===== config.mk =====
export PLATFORM = sky130hd
export DESIGN_NAME = sarf_front_flat
export DESIGN_NICKNAME = d
export VERILOG_FILES = /design/src/sv/sarf_pkg.sv /design/src/sv/sarf_if.sv /design/src/sv/sarf_front.sv /design/src/flat_wrapper.sv
export SDC_FILE = /design/constraint.sdc
export NUM_CORES = 1
export LEC_CHECK = 0
export ABC_AREA = 0
export BUFFER_PORTS_ARGS = -buffer_cell sky130_fd_sc_hd__buf_2
export CAP_MARGIN = 20
export CORE_ASPECT_RATIO = 0.5
export CORE_MARGIN = 4
export CORE_UTILIZATION = 59
export CTS_BUF_LIST = sky130_fd_sc_hd__clkbuf_2 sky130_fd_sc_hd__clkbuf_4 sky130_fd_sc_hd__clkbuf_8
export DETAILED_ROUTE_END_ITERATION = 10
export PLACE_DENSITY = 0.93
export SKIP_CTS_REPAIR_TIMING = 1
export SYNTH_ARGS = -nofsm -noshare
export SYNTH_HDL_FRONTEND = slang
export SYNTH_SLANG_ARGS = --single-unit

===== constraint.sdc =====
create_clock -name clk -period 5.7 [get_ports clk]
set_input_delay 0.285 -clock clk [delete_from_list [all_inputs] [get_ports clk]]
set_output_delay 0.285 -clock clk [all_outputs]
set_load 0.03 [all_outputs]

===== src/sv/sarf_pkg.sv =====
`timescale 1ns / 1ps
`default_nettype none
// ----------------------------------------------------------------------------
// sarf_pkg: shared types and constants
// Store geometry, kind codes and the command word passed from front to back.
// ----------------------------------------------------------------------------
package sarf_pkg;

  localparam int RING_DEPTH = 2048;
  localparam int IDX_W  = $clog2(RING_DEPTH);
  localparam int PTR_W  = IDX_W + 1;
  localparam int FILL_W = 12;
  localparam int CNT_W  = 64;
  localparam int BLEN_W = 16;
  localparam int SAMP_W = 16;

  localparam logic [1:0] KIND_WRITE   = 2'd0;
  localparam logic [1:0] KIND_READ    = 2'd1;
  localparam logic [1:0] KIND_DISCARD = 2'd2;

  localparam logic [FILL_W-1:0] CEILING_RESET = 12'd2048;

  // Decoded command word held in the queue between front and back.
  typedef struct packed {
    logic                    is_write;
    logic                    is_read;
    logic                    is_discard;
    logic                    first;
    logic                    last;
    logic                    empty_call;
    logic [BLEN_W-1:0]       blen;
    logic [2*SAMP_W-1:0]     frame;   // left in low half, right in high half
  } cmd_t;

endpackage

`default_nettype wire


===== src/sv/sarf_if.sv =====
`timescale 1ns / 1ps
`default_nettype none
// ----------------------------------------------------------------------------
// sarf interfaces: input, result and configuration channels
// Valid/ready channels; a word moves when valid and ready are both high.
// ----------------------------------------------------------------------------
interface sarf_in_if;
  logic                                 valid;
  logic                                 ready;
  logic [1:0]                           kind;
  logic                                 first_of_burst;
  logic                                 last_of_burst;
  logic [sarf_pkg::BLEN_W-1:0]          burst_length;
  logic signed [sarf_pkg::SAMP_W-1:0]   left_in;
  logic signed [sarf_pkg::SAMP_W-1:0]   right_in;

  modport source (output valid, kind, first_of_burst, last_of_burst, burst_length,
                  left_in, right_in, input ready);
  modport sink   (input valid, kind, first_of_burst, last_of_burst, burst_length,
                  left_in, right_in, output ready);
endinterface


`default_nettype wire


===== src/sv/sarf_front.sv =====
`timescale 1ns / 1ps
`default_nettype none
// ----------------------------------------------------------------------------
// sarf_front: input acceptance and decode
// Decodes each input word into a command and holds it in a two-entry queue.
// ----------------------------------------------------------------------------
module sarf_front (
  input  wire logic            clk,
  input  wire logic            rst_n,
  sarf_in_if.sink              in_ch,
  output sarf_pkg::cmd_t       cmd,
  output logic                 cmd_valid,
  input  wire logic            cmd_ready
);

  sarf_pkg::cmd_t q_r [2];
  logic           wr_sel_r, wr_sel_nxt;
  logic           rd_sel_r, rd_sel_nxt;
  logic [1:0]     count_r, count_nxt;
  logic           push, pop;
  sarf_pkg::cmd_t dec;

  assign in_ch.ready = rst_n && (count_r != 2'd2);
  assign push        = in_ch.valid && in_ch.ready;
  assign cmd_valid   = (count_r != 2'd0);
  assign pop         = cmd_valid && cmd_ready;
  assign cmd         = q_r[rd_sel_r];

  always_comb begin
    dec.is_write   = (in_ch.kind == sarf_pkg::KIND_WRITE);
    dec.is_read    = (in_ch.kind == sarf_pkg::KIND_READ);
    dec.is_discard = (in_ch.kind == sarf_pkg::KIND_DISCARD);
    dec.first      = in_ch.first_of_burst;
    dec.last       = in_ch.last_of_burst;
    dec.empty_call = in_ch.first_of_burst && (in_ch.burst_length == '0);
    dec.blen       = in_ch.burst_length;
    dec.frame      = {in_ch.right_in, in_ch.left_in};
  end

  always_comb begin
    wr_sel_nxt = push ? ~wr_sel_r : wr_sel_r;
    rd_sel_nxt = pop  ? ~rd_sel_r : rd_sel_r;
    count_nxt  = count_r + {1'b0, push} - {1'b0, pop};
  end

  always_ff @(posedge clk) begin
    if (!rst_n) begin
      wr_sel_r <= 1'b0;
      rd_sel_r <= 1'b0;
      count_r  <= 2'd0;
    end else begin
      wr_sel_r <= wr_sel_nxt;
      rd_sel_r <= rd_sel_nxt;
      count_r  <= count_nxt;
    end
  end

  always_ff @(posedge clk) begin
    if (push) begin
      q_r[wr_sel_r] <= dec;
    end
  end

endmodule

`default_nettype wire


===== src/flat_wrapper.sv =====
// flat-port wrapper written by rule: the top's interface ports become plain ports
module sarf_front_flat 
  (clk, rst_n, cmd, cmd_valid, cmd_ready, in_ch_valid, in_ch_kind, in_ch_first_of_burst, in_ch_last_of_burst, in_ch_burst_length, in_ch_left_in, in_ch_right_in, in_ch_ready);
  sarf_in_if in_ch_i ();
  input  wire logic clk;
  input  wire logic rst_n;
  output sarf_pkg::cmd_t cmd;
  output logic cmd_valid;
  input  wire logic cmd_ready;
  input wire logic [$bits(in_ch_i.valid)-1:0] in_ch_valid;
  input wire logic [$bits(in_ch_i.kind)-1:0] in_ch_kind;
  input wire logic [$bits(in_ch_i.first_of_burst)-1:0] in_ch_first_of_burst;
  input wire logic [$bits(in_ch_i.last_of_burst)-1:0] in_ch_last_of_burst;
  input wire logic [$bits(in_ch_i.burst_length)-1:0] in_ch_burst_length;
  input wire logic [$bits(in_ch_i.left_in)-1:0] in_ch_left_in;
  input wire logic [$bits(in_ch_i.right_in)-1:0] in_ch_right_in;
  output wire logic [$bits(in_ch_i.ready)-1:0] in_ch_ready;
  assign in_ch_i.valid = in_ch_valid;
  assign in_ch_i.kind = in_ch_kind;
  assign in_ch_i.first_of_burst = in_ch_first_of_burst;
  assign in_ch_i.last_of_burst = in_ch_last_of_burst;
  assign in_ch_i.burst_length = in_ch_burst_length;
  assign in_ch_i.left_in = in_ch_left_in;
  assign in_ch_i.right_in = in_ch_right_in;
  assign in_ch_ready = in_ch_i.ready;
  sarf_front u_core (.clk(clk), .rst_n(rst_n), .in_ch(in_ch_i), .cmd(cmd), .cmd_valid(cmd_valid), .cmd_ready(cmd_ready));
endmodule

==> results.json <==
{
  "clock_path_buffers": 2,
  "grt_pass1_vias": 2437,
  "required_ns": 5.41,
  "layout-drive-gt1-share_pct": 58.2,
  "rsz0062_at_grt": "no",
  "powerDensity_nw_per_um2": 469,
  "clockRootBuffer": "clkbuf_8",
  "multi_input_area_um2": 996,
  "synth.cell_area_um2": 4460,
  "pre_cts_ws_ns": 3.76,
  "postRouteAntennaNets": 0,
  "hold_path_depth": 1,
  "comb_power_share_pct": 26.8,
  "cp_top_family": "flip-flops",
  "syn_avg_cell_area_um2": 22.0,
  "crit_chain": "mux2_2 > buf_2",
  "power.switching_uw": 785,
  "cts_inserted_buffers": 17,
  "syn-instance-count": 203,
  "fillerInstances": 411,
  "grt_pass1_wl_um": 12300,
  "grt_max_degree": 55,
  "ys_seq_area_share_pct": 75.0,
  "clock-sinks": 113,
  "initial_core_util_pct": 60.9,
  "io_buffers": 111,
  "hp-class": "in2reg",
  "hpwl_um": 5450,
  "synth_cell_types": 22,
  "path_class": "reg2out",
  "max_slew_margin_pct": 34.7,
  "drt_iter0_markers": 140,
  "seq_area_um2": 3350,
  "post-route-min-period_ns": 2.30,
  "finalPower_uw": 2560,
  "r2r_end": "u_core.q_r[1][50]",
  "hold_viol_final": 0,
  "row_count": 22,
  "r2r_slack_ns": 3.78,
  "worst_slew_pin_slew_ns": 0.980,
  "layout_setup_ws_ns": 3.40,
  "final_cell_mix": "buf_2, edfxtp_1, mux2_4, clkbuf_8, clkinv_1",
  "fin_crit_sh_pct": 40.4,
  "power.leakage_uw": 0.00215,
  "critPathMaxFanout": 54,
  "ios": 112,
  "routed_wl_um": 7980,
  "ir_worst_vdd_v": 0.000327,
  "hp-start": "in_ch_right_in[6]",
  "clk_pin_slew_worst_paths_ns": 0.07,
  "crit_path_end_kind": "output pin",
  "drv_cap": 0,
  "worstRegToRegCells": 4,
  "hold-worst-slack_ns": 0.0620,
  "drc": 0,
  "status": "finished, final reports clean",
  "via_count": 2225,
  "holdPathEnd": "u_core.q_r[1][22]",
  "antenna_found_initial": 0,
  "finalSetupTns_ns": 0,
  "slowest_stage": "dfxtp_4",
  "internal-power_uw": 1780,
  "synth_nets": 261,
  "cts_tree": "done",
  "power_frac_seq_pct": 43.1,
  "critPathLaunchType": "register",
  "core-area_um2": 7320,
  "clock_latency_ns": 0.41,
  "dieWidth_um": 131,
  "syn2layout_area_growth_pct": 22.8,
  "setup_viol": 0,
  "fmax_mhz": 434,
  "antenna_cells": 0,
  "dr.pass1.iters": 4,
  "dieArea_um2": 9090,
  "critPathArrivalTime_ns": 2.02,
  "via_per_inst": 5.08,
  "p_clk_share_pct": 30.1,
  "mostFrequentLayoutCell": "buf_2",
  "gr-total-overflow": 0,
  "wl_per_cell_um": 18.2,
  "skew_ns": 0.00812,
  "r2r_start": "u_core.count_r[0]",
  "synth_warnings": 0,
  "place.gp.congestion": 0.734,
  "nets": 387,
  "grt_usage_pct": 18.7,
  "cp.buffers_inverters": 1,
  "swShare_pct": 30.6,
  "h-tree-depth": 4,
  "slew_viol_final": 0,
  "slowest_delay_ns": 0.97,
  "ys_ff_latch": 113,
  "die_y_um": 69.5
}
==> worst reg2reg max path, stage by stage, from the launching register on <==
cell and delay (ns):
dfxtp_1 0.38, inv_1 0.10, a21boi_1 0.18, and3_2 0.66, buf_12 0.28
==> registers in the layout (all words and copies together), names as in the netlist, named ones only <==
name,flops
u_core.count_r,2
u_core.q_r,108
u_core.wr_sel_r,1
u_core.rd_sel_r,1
==> stage by stage <==
stage / cell area [µm²] / std cells / util, %
floorplan: 4460 / 203 / -
global placement: 5040 / 405 / 68.8
detailed placement: 5060 / 406 / 69.1
CTS: 5470 / 438 / 74.7
global route: 5470 / 438 / 74.7
finish: 5470 / 438 / 74.7
==> worst max path at each step <==
stage                      startpoint           endpoint  slack [ns]  cells after the start
floorplan           u_core.count_r[1]   u_core.q_r[0][0]        2.44                      3
global placement                rst_n  u_core.q_r[1][20]        3.69                      3
detailed placement  u_core.count_r[0]  u_core.q_r[1][20]        3.76                      4
CTS                          register             cmd[1]        3.33                      2
global route                 register             cmd[1]        3.26                      2
finish                       register             cmd[1]        3.40                      2
==> synth_stat cells <==
library cell / n / share of area, %
edfxtp_1: 108 / 73
mux2_4: 50 / 17
buf_12: 5 / 2.2
dfxtp_1: 5 / 2.2
inv_1: 4 / 0.34
mux2_2: 4 / 1.0
nor2b_1: 4 / 0.56
nor2_1: 3 / 0.25
xnor2_1: 3 / 0.59
and2_1: 2 / 0.28
ha_1: 2 / 0.56
nand2_1: 2 / 0.17
nor4_1: 2 / 0.28
a21boi_1: 1 / 0.17
and3_1: 1 / 0.14
buf_6: 1 / 0.25
mux2i_1: 1 / 0.22
nand4_1: 1 / 0.14
nor4_2: 1 / 0.28
nor4b_1: 1 / 0.20
o211ai_2: 1 / 0.28
o21a_1: 1 / 0.17
==> power by group through the flow <==
stage	sequential (µW)	clock [µW]	combinational, µW
after floorplan	1050	0	631
after global placement	1110	0	670
after detailed placement	1120	0	690
after CTS	1110	784	695
after global routing	1120	836	725
final	1100	773	688
==> per-layer routing <==
layer  part of all wire [%]  up-vias  global-route usage [%]
met3                    5.9       12                    7.85
li1                       -     1055                       -
met5                      0        -                       0
met4                    1.4        0                    6.16
met1                     38     1087                    20.3
met2                     54       71                    33.0
==> logic make-up (layout without fill, tap and decap cells) <==
group           Yosys count  after routing  share of synthesized area (%)
compound gates            3              3                          0.618
flops                   113            113                           75.0
simple gates             17             17                           2.30
xor+xnor                  3              3                          0.590
fa+ha+maj                 2              2                          0.561
mux                      55             55                           18.1
buf+inv                  10            149                           2.84
==> layout make-up <==
class | count | area share, %
Clock buffer | 18 | 4.41
Sequential cell | 113 | 61.2
Timing Repair Buffer | 113 | 10.7
Multi-Input combinational cell | 80 | 18.2
Tap cell | 96 | 2.19
Clock inverter | 14 | 3.11
Inverter | 4 | 0.274
Note: power is estimated with default switching activity, not from simulation.
